`config.mk`:
```
export PLATFORM = sky130hd
export DESIGN_NAME = bijective_base3_converter_core
export DESIGN_NICKNAME = d
export VERILOG_FILES = /design/src/hw/rtl/bb3_pkg.sv /design/src/hw/rtl/bijective_base3_converter_core.sv
export SDC_FILE = /design/constraint.sdc
export NUM_CORES = 1
export LEC_CHECK = 0
export BUFFER_PORTS_ARGS = -buffer_cell sky130_fd_sc_hd__buf_2
export CAP_MARGIN = 0
export CORE_ASPECT_RATIO = 0.9
export CORE_UTILIZATION = 65
export CTS_BUF_LIST = sky130_fd_sc_hd__clkbuf_16
export CTS_CLUSTER_DIAMETER = 50
export DETAILED_ROUTE_END_ITERATION = 7
export GPL_ROUTABILITY_DRIVEN = 0
export PLACE_DENSITY = 0.83
export REMOVE_ABC_BUFFERS = 1
export SLEW_MARGIN = 20
export SYNTH_ARGS = -nofsm -noshare
export SYNTH_HDL_FRONTEND = slang
export SYNTH_SLANG_ARGS = --single-unit
```
`constraint.sdc`:
```
create_clock -name clk -period 15.5 [get_ports clk]
set_input_delay 3.1 -clock clk [delete_from_list [all_inputs] [get_ports clk]]
set_output_delay 3.1 -clock clk [all_outputs]
set_load 0.05 [all_outputs]
```
`src/hw/rtl/bb3_pkg.sv`:
```
package bb3_pkg;

  localparam int VALUE_BITS_DEF = 31;
  localparam int MAX_DIGITS_DEF = 20;
  localparam int DIGIT_TAB      = 26;
  localparam int CNT_W          = $clog2(DIGIT_TAB + 1);

  function automatic logic [63:0] pow3(input int k);
    logic [63:0] p;
    p = 64'd1;
    for (int i = 0; i < k; i++) begin
      p = p * 64'd3;
    end
    return p;
  endfunction

  function automatic logic [63:0] rep_base(input int k);
    return (pow3(k) - 64'd1) >> 1;
  endfunction

endpackage

```
`src/hw/rtl/bijective_base3_converter_core.sv`:
```
// Bijective base-3 converter core.
// Input channel (in_valid/in_ready/in_value) takes one binary number per
// transfer. Output channel (out_valid/out_ready) returns its digits 1..3
// one per transfer, most significant first, out_last_digit marking the
// final one. A zero value, or one needing more than MAX_DIGITS digits,
// gives a single transfer with out_digit 0, out_error 1, out_last_digit 1.
// Three register stages (threshold compare, digit count encode, offset
// subtract) feed a digit serializer; a number passes through them in
// that order before its first digit is offered on the output channel.
// A new number enters every cycle while the stages have room; sustained
// throughput is set by the serializer, which sends one digit per cycle
// while out_ready is high, so a number with n digits takes n transfers.
// Reset (rst_n low, synchronous) empties every stage and the serializer.
// When the receiver holds out_ready low the current digit stays on the
// port, the stages fill up behind it and in_ready drops; nothing is lost.
module bijective_base3_converter_core
  import bb3_pkg::*;
#(
  parameter int VALUE_BITS = VALUE_BITS_DEF,
  parameter int MAX_DIGITS = MAX_DIGITS_DEF
) (
  input  logic                  clk,
  input  logic                  rst_n,
  input  logic                  in_valid,
  output logic                  in_ready,
  input  logic [VALUE_BITS-1:0] in_value,
  output logic                  out_valid,
  input  logic                  out_ready,
  output logic [1:0]            out_digit,
  output logic                  out_last_digit,
  output logic                  out_error
);

  localparam int CW = VALUE_BITS + 2;
  localparam int PW = $clog2(MAX_DIGITS);

  function automatic logic [CW-1:0] sat(input logic [63:0] x);
    if ((x >> CW) != 64'd0) begin
      return {CW{1'b1}};
    end
    return x[CW-1:0];
  endfunction

  logic [CW-1:0] rep_tab [DIGIT_TAB+1];
  logic [CW-1:0] p1_tab  [MAX_DIGITS];
  logic [CW-1:0] p2_tab  [MAX_DIGITS];

  for (genvar g = 0; g <= DIGIT_TAB; g++) begin : g_rep
    assign rep_tab[g] = sat(rep_base(g));
  end
  for (genvar g = 0; g < MAX_DIGITS; g++) begin : g_pow
    assign p1_tab[g] = sat(pow3(g));
    assign p2_tab[g] = sat(pow3(g) * 64'd2);
  end

  logic                  s1_v_r, s2_v_r, s3_v_r, ser_v_r;
  logic [VALUE_BITS-1:0] s1_val_r, s2_val_r, s3_w_r, ser_w_r;
  logic [DIGIT_TAB:1]    s1_ge_r;
  logic [CNT_W-1:0]      s2_n_r;
  logic [PW-1:0]         s3_pos_r, ser_pos_r;
  logic                  s3_err_r, ser_err_r;

  logic                  ser_load, s3_rdy, s2_rdy, s1_rdy;
  logic [DIGIT_TAB:1]    ge_nxt;
  logic [CNT_W-1:0]      n_nxt;
  logic [VALUE_BITS-1:0] w_nxt, ser_w_nxt;
  logic                  err_nxt;
  logic [PW-1:0]         pos_nxt;
  logic [CW-1:0]         ser_w_ext, p1, p2;
  logic                  ge1, ge2;

  assign ser_load = s3_v_r && (!ser_v_r || (out_ready && out_last_digit));
  assign s3_rdy   = !s3_v_r || ser_load;
  assign s2_rdy   = !s2_v_r || s3_rdy;
  assign s1_rdy   = !s1_v_r || s2_rdy;
  assign in_ready = s1_rdy;

  for (genvar g = 1; g <= DIGIT_TAB; g++) begin : g_ge
    assign ge_nxt[g] = ({2'b00, in_value} >= rep_tab[g]);
  end

  always_comb begin
    n_nxt = '0;
    for (int k = 1; k <= DIGIT_TAB; k++) begin
      if (s1_ge_r[k] && ((k == DIGIT_TAB) || !s1_ge_r[(k == DIGIT_TAB) ? k : k + 1])) begin
        n_nxt = n_nxt | CNT_W'(k);
      end
    end
  end

  always_comb begin
    logic [CW-1:0] r;
    r       = rep_tab[s2_n_r];
    w_nxt   = s2_val_r - r[VALUE_BITS-1:0];
    err_nxt = (s2_n_r == '0) || (32'(s2_n_r) > MAX_DIGITS);
    pos_nxt = err_nxt ? '0 : PW'(s2_n_r - CNT_W'(1));
  end

  assign ser_w_ext = {2'b00, ser_w_r};
  assign p1        = p1_tab[ser_pos_r];
  assign p2        = p2_tab[ser_pos_r];
  assign ge2       = (ser_w_ext >= p2);
  assign ge1       = (ser_w_ext >= p1);

  always_comb begin
    logic [CW-1:0] sub;
    sub       = ge2 ? p2 : (ge1 ? p1 : '0);
    ser_w_nxt = ser_w_r - sub[VALUE_BITS-1:0];
  end

  assign out_valid      = ser_v_r;
  assign out_error      = ser_err_r;
  assign out_last_digit = ser_err_r || (ser_pos_r == '0);
  assign out_digit      = ser_err_r ? 2'd0 : (ge2 ? 2'd3 : (ge1 ? 2'd2 : 2'd1));

  always_ff @(posedge clk) begin
    if (!rst_n) begin
      s1_v_r  <= 1'b0;
      s2_v_r  <= 1'b0;
      s3_v_r  <= 1'b0;
      ser_v_r <= 1'b0;
    end else begin
      if (s1_rdy) begin
        s1_v_r <= in_valid;
      end
      if (s2_rdy) begin
        s2_v_r <= s1_v_r;
      end
      if (s3_rdy) begin
        s3_v_r <= s2_v_r;
      end
      if (ser_load) begin
        ser_v_r <= 1'b1;
      end else if (out_ready && out_last_digit) begin
        ser_v_r <= 1'b0;
      end
    end
  end

  always_ff @(posedge clk) begin
    if (s1_rdy) begin
      s1_val_r <= in_value;
      s1_ge_r  <= ge_nxt;
    end
    if (s2_rdy) begin
      s2_val_r <= s1_val_r;
      s2_n_r   <= n_nxt;
    end
    if (s3_rdy) begin
      s3_w_r   <= w_nxt;
      s3_pos_r <= pos_nxt;
      s3_err_r <= err_nxt;
    end
    if (ser_load) begin
      ser_w_r   <= s3_w_r;
      ser_pos_r <= s3_pos_r;
      ser_err_r <= s3_err_r;
    end else if (ser_v_r && out_ready) begin
      ser_w_r   <= ser_w_nxt;
      ser_pos_r <= ser_pos_r - PW'(1);
    end
  end

  a_err_last: assert property (@(posedge clk) disable iff (!rst_n)
    out_valid && out_error |-> out_last_digit && out_digit == 2'd0)
    else $error("error transfer not marked last");

  a_digit_nz: assert property (@(posedge clk) disable iff (!rst_n)
    out_valid && !out_error |-> out_digit != 2'd0)
    else $error("zero digit without error");

  a_final_rem: assert property (@(posedge clk) disable iff (!rst_n)
    ser_v_r && !ser_err_r && ser_pos_r == '0 |-> ser_w_r < VALUE_BITS'(3))
    else $error("remainder left at final digit");

  a_load_empty: assert property (@(posedge clk) disable iff (!rst_n)
    ser_v_r && !(out_ready && out_last_digit) |=> ser_v_r)
    else $error("serializer dropped a number");

endmodule
```
# ---- Word-level counts from Yosys, hierarchy flattened
# Memories as Yosys holds them, arrays and structs flattened.
# Index checks and enable logic that the tools add are counted.
dict set report totals {
  mem_count 3
  reg_bits 167
  elab_cells 174
  rom_bits 3168
  out_inout_bits 6
  in_bits 35
}
# memory words word_bits rd rd_ports_with_merged_regs wr line_no
set mem_list {}
lappend mem_list {{(name not given)} 32 33 1 0 0 bijective_base3_converter_core.sv:101} ;# assign p2 = p2_tab[ser_pos_r];
lappend mem_list {{(name not given)} 32 33 1 0 0 bijective_base3_converter_core.sv:100} ;# assign p1 = p1_tab[ser_pos_r];
lappend mem_list {{(name not given)} 32 33 1 0 0 bijective_base3_converter_core.sv:93} ;# r = rep_tab[s2_n_r];
dict set report classes {
  n_mux 49
  n_bitwise 2
  addsub 4
  eq_ne 4
  order_cmp 27
  n_reduce_logical 68
}
# op count
set ops {}
lappend ops {{31-bit two-way mux} 6}
lappend ops {{33-bit two-way mux} 4}
lappend ops {{31-bit by 33-bit greater-or-equal comparator with 1-bit output} 2}
lappend ops {{31-bit by 33-bit greater-or-equal comparator with 1-bit output, second input constant} 2}
lappend ops {{31-bit subtractor} 2}
lappend ops {{5-bit two-way mux} 12}
lappend ops {{4-bit two-way mux} 8}
lappend ops {{31-bit by 1-bit greater-or-equal comparator with 1-bit output, second input constant} 1}
lappend ops {{31-bit by 11-bit greater-or-equal comparator with 1-bit output, second input constant} 1}
lappend ops {{31-bit by 12-bit greater-or-equal comparator with 1-bit output, second input constant} 1}
lappend ops {{31-bit by 14-bit greater-or-equal comparator with 1-bit output, second input constant} 1}
lappend ops {{31-bit by 15-bit greater-or-equal comparator with 1-bit output, second input constant} 1}
lappend ops {{31-bit by 17-bit greater-or-equal comparator with 1-bit output, second input constant} 1}
lappend ops {{31-bit by 19-bit greater-or-equal comparator with 1-bit output, second input constant} 1}
lappend ops {{31-bit by 20-bit greater-or-equal comparator with 1-bit output, second input constant} 1}
lappend ops {{31-bit by 22-bit greater-or-equal comparator with 1-bit output, second input constant} 1}
lappend ops {{31-bit by 23-bit greater-or-equal comparator with 1-bit output, second input constant} 1}
lappend ops {{31-bit by 25-bit greater-or-equal comparator with 1-bit output, second input constant} 1}
lappend ops {{31-bit by 26-bit greater-or-equal comparator with 1-bit output, second input constant} 1}
lappend ops {{31-bit by 28-bit greater-or-equal comparator with 1-bit output, second input constant} 1}
lappend ops {{31-bit by 3-bit greater-or-equal comparator with 1-bit output, second input constant} 1}
lappend ops {{31-bit by 30-bit greater-or-equal comparator with 1-bit output, second input constant} 1}
lappend ops {{31-bit greater-or-equal comparator, second input constant} 1}
lappend ops {{31-bit by 4-bit greater-or-equal comparator with 1-bit output, second input constant} 1}
lappend ops {{other kinds (19)} 101}

# ---- Depth between registers and ports, before layout
dict set report depth {
  ltp_word 27
  depth_mapped 28
  mapped_depth_nobuf 25
}

# ---- Worst setup path before layout
# No wires, ideal clock.
dict set report synth_timing {
  kind {input-to-output}
  startpoint {input out_ready}
  endpoint {output in_ready}
  path_slack_ns 7.574
  arrival_time_ns 4.826
  cell_stages 3
  cell_sequence {a21boi_1 -> and3_1 -> nand2_1}
}
dict set report synth_between {
  elab_chain_len 6
}
# element line_no
set synth_rtl {}
lappend synth_rtl {{from (decl)} bijective_base3_converter_core.sv:28} ;# input logic out_ready,
lappend synth_rtl {{1-bit logical AND} bijective_base3_converter_core.sv:72} ;# assign ser_load = s3_v_r && (!ser_v_r || (out_ready && out_last_digit));
lappend synth_rtl {{1-bit logical OR} bijective_base3_converter_core.sv:72}
lappend synth_rtl {{1-bit logical AND} bijective_base3_converter_core.sv:72}
lappend synth_rtl {{1-bit logical OR} bijective_base3_converter_core.sv:73} ;# assign s3_rdy = !s3_v_r || ser_load;
lappend synth_rtl {{1-bit logical OR} bijective_base3_converter_core.sv:74} ;# assign s2_rdy = !s2_v_r || s3_rdy;
lappend synth_rtl {{1-bit logical OR} bijective_base3_converter_core.sv:75} ;# assign s1_rdy = !s1_v_r || s2_rdy;
lappend synth_rtl {{to (decl)} bijective_base3_converter_core.sv:25} ;# output logic in_ready,
# No other way between the ends.

# ---- Worst setup path in the final report
dict set report layout_timing {
  startpoint {register ser_pos_r[0]}
  endpoint {output out_digit[1]}
}
dict set report layout_between {
  elab_chain_len 8
}
# element line_no
set layout_rtl {}
lappend layout_rtl {{from (decl)} bijective_base3_converter_core.sv:60} ;# logic [PW-1:0] s3_pos_r, ser_pos_r;
lappend layout_rtl {{from (signal assigned)} bijective_base3_converter_core.sv:156} ;# ser_pos_r <= s3_pos_r;
lappend layout_rtl {{from (signal assigned)} bijective_base3_converter_core.sv:160} ;# ser_pos_r <= ser_pos_r - PW'(1);
lappend layout_rtl {{5-bit inverter with 6-bit output (not written as such) *} {bijective_base3_converter_core.sv:100, bijective_base3_converter_core.sv:101}}
lappend layout_rtl {{memory 32 x 33 bit} --}
lappend layout_rtl {{33-bit two-way mux (not written as such) (2 in series)} bijective_base3_converter_core.sv:100}
lappend layout_rtl {{31-bit by 33-bit greater-or-equal comparator with 1-bit output} bijective_base3_converter_core.sv:103} ;# assign ge1 = (ser_w_ext >= p1);
lappend layout_rtl {{2-bit two-way mux} bijective_base3_converter_core.sv:114} ;# assign out_digit = ser_err_r ? 2'd0 : (ge2 ? 2'd3 : (ge1 ? 2'd2 : 2'd1));
lappend layout_rtl {{2-bit two-way mux * (2 in series)} bijective_base3_converter_core.sv:114}
lappend layout_rtl {{to (decl)} bijective_base3_converter_core.sv:29} ;# output logic [1:0] out_digit,
# Every way passes the cells marked *; elsewhere a longest branch is shown, timed or not. The select of a mux whose other input is x is not followed.

==> impl_metrics.csv <==
group,metric,value,unit
status,status,"finished clean",
grt,grt_pass1_wl,48200,um
yosys,yosysTopAreaCell,"edfxtp_1",
layout,instances_no_fill,1612,
floorplan,initial_core_util,67.0,%
grt,grt_overflow,0,
layout,n_antenna_cell,0,
yosys,synth_edf_count,161,
min_path,min_to,"s2_val_r[14]",
placement,place_hpwl,21700,um
routing,vias_per_cell,6.50,
routing,drtPass1Iterations,8,
floorplan,dieArea,0.0197,mm2
yosys,syn_avg_cell_area,9.29,um2
routing,wl_per_cell,18.3,um
layout,area_growth,7.49,%
timing,rsz0062_at_grt,"false",
grt,grt_max_degree,53,
setup_path,rr_startpoint,"ser_pos_r[1]",
clock_network,cts_num_sinks,165,
routing,wl,29400,um
setup_path,endpoint_kind,"primary output",
timing,fin_skew,15.9,ps
setup_path,critPathLaunchType,"flop",
pwr,power_density,94.4,mW/mm2
setup_path,required,12400,ps
setup_path,critPathKind,"reg2out",
clock_network,cts_root_buf,"clkbuf_16",
pwr,ir_worst_vdd,0.0785,mV
layout,fin_util,72.0,%
yosys,synth_area_leaders,"edfxtp_1 39%, ha_1 13%, a21oi_1 4.7%",
floorplan,die_w,148,um
routing,vias,10473,
job,cap_violations,0,
pwr,leakagePower,0.00537,uW
clock_network,cts_tree,"done",
timing,fmax,0.126,GHz
clock_network,ctsResizeCount,0,
floorplan,pin_count,41,
yosys,synth_cells,1340,
yosys,synthArstFlopShare,0,%
layout,nNetsFinal,1518,
clock_network,postCtsSetupBuffers,0,
clock_network,htree_levels,4,
floorplan,rows,47,
yosys,ys.flop_type,"edfxtp_1",
yosys,synth_top_area_share,38.8,%
layout,multi_input_area,0.00707,mm2
clock_network,cts_hold_buffers,0,
timing,fin_tns_setup,0,ps
timing,setup_viol,0,
yosys,synthDistinctLibCells,76,
grt,grt_use_total,30.9,%
layout,regArea,0.00491,mm2
timing,finalHoldViolations,0,
timing,relSlewSlack,34.8,%
setup_path,reg2reg_slack,8370,ps
floorplan,die_y,133,um
setup_path,r2r_end,"ser_w_r[29]",
placement,placed_cells,1580,
floorplan,core,0.0186,mm2
setup_path,r2r_cells,23,
clock_network,clkTransAtPathRegs,70,ps
routing,detail-route-antenna-nets,0,
clock_network,clk_latency,430,ps
timing,fin_crit_sh,51.2,%
layout,layout-drive-gt1-share,7.10,%
timing,period_minus_slack,7930,ps
min_path,holdCritPathClass,"reg2reg",
timing,holdWs,415,ps
routing,drc,0,
layout,final_cell_mix,"161 x edfxtp_1, 134 x nor2_1, 127 x ha_1",
placement,io_buffers,40,
yosys,seq_area_frac_synth,39.5,%
layout,final_common_cell,"edfxtp_1",
routing,drt_iter0_markers,953,
grt,antenna_found_initial,0,
grt,grt_pass1_vias,9659,
yosys,syn-cell-area,0.0124,mm2
clock_network,numCtsBuffers,17,
layout,n_fill_cell,1402,
setup_path,cp_max_fo,23,
clock_network,cts_buffer_depth,2,
min_path,hold_start,"s1_val_r[14]",
timing,slew_viol_final,0,
setup_path,worstPathArrival,4830,ps
timing,tightest_slew,978,ps
yosys,yosys_warnings,0,
min_path,hold_depth,0,
yosys,ys_seq_elements,165,
-- metal layers --
metal  track usage [%]  vias up  part of all wire (%)
li1                  -     5066                     -
met1              39.8     4870                    42
met2              52.0      457                    48
met3              3.94       80                   5.6
met4              14.8        0                   4.0
met5                 0        -                     0
-- critical path, stage by stage, from the launching register on --
cell and delay [ps]:
edfxtp_1 560, inv_1 270, ha_1 280, inv_1 60, ha_1 170, o21ai_0 160
nor2_1 60, a21oi_1 320, ha_1 260, a2111oi_0 80, or4b_1 570, a311oi_4 870
nor2_4 260, a21oi_1 190, buf_2 270
-- worst max path at each step --
stage | from | endpoint | slack [ps] | cells past startpoint
5_1_grt | ser_pos_r[0] | out_digit[1] | 7240 | 14
2_1_floorplan | out_ready | in_ready | 7570 | 3
6_report | ser_pos_r[0] | out_digit[1] | 7570 | 14
4_1_cts | out_ready | in_ready | 7430 | 5
3_3_place_gp | out_ready | in_ready | 7480 | 5
3_5_place_dp | out_ready | in_ready | 7440 | 5
-- logic make-up (layout without fill, tap and decap cells) --
| kind of cell | after synthesis | after routing | share of synthesized area (%) |
|---|---|---|---|
| AOI/OAI and AO/OA | 419 | 419 | 21.5 |
| xor gates and xnor gates | 48 | 48 | 3.49 |
| adders and majority gates | 130 | 130 | 13.2 |
| buffers and inverters | 120 | 147 | 3.78 |
| DFF | 165 | 165 | 39.5 |
| muxes | 14 | 14 | 1.17 |
| and+or+nand+nor | 444 | 444 | 17.4 |
-- registers in the layout, indices dropped and copies added, names as in the netlist, 5 cells and up --
register   count
s2_val_r      31
s3_pos_r       5
ser_w_r       31
s3_w_r        31
s1_ge_r       20
s2_n_r         5
s1_val_r      31
ser_pos_r      5
-- area by class of cell --
cell class / instances / share of cell area [%]
clock buffer: 17 / 3.18
tap: 245 / 2.29
clock inverter: 15 / 1.18
timing repair buffer: 46 / 1.83
sequential: 165 / 36.7
inverter: 69 / 1.94
multi-input combinational: 1055 / 52.9
-- cell usage after synthesis, types with 11 or more instances --
master and instances:
inv_1 65, nor2_1 134, xor2_1 15, a21oi_1 118, a21o_1 35, nor3_1 31
a211oi_1 12, nand4_1 23, and3_1 13, o31ai_1 26, o21a_1 19, a21boi_0 11
a31oi_1 11, nand3_1 34, o21ai_0 102, ha_1 127, nand2b_1 15, nor4_1 14
nor2b_1 19, o211ai_1 13, xnor2_1 32, edfxtp_1 161, nand2_1 112, clkbuf_1 39
o21bai_1 11
-- power breakdown --
group          total (uW)  internal, uW  switching, uW
combinational         285           115            170
clock                 414           216            198
sequential            566           544           21.5
-- stage by stage --
step	cell area, um2	worst slack (ps)	total power, uW
after floorplan	12200	7570	774
after global placement	12800	7480	841
after detailed placement	12800	7440	850
after CTS	13400	7430	1260
after global routing	13400	7240	1320
final	13400	7570	1260
(Power assumes the default switching activity.)
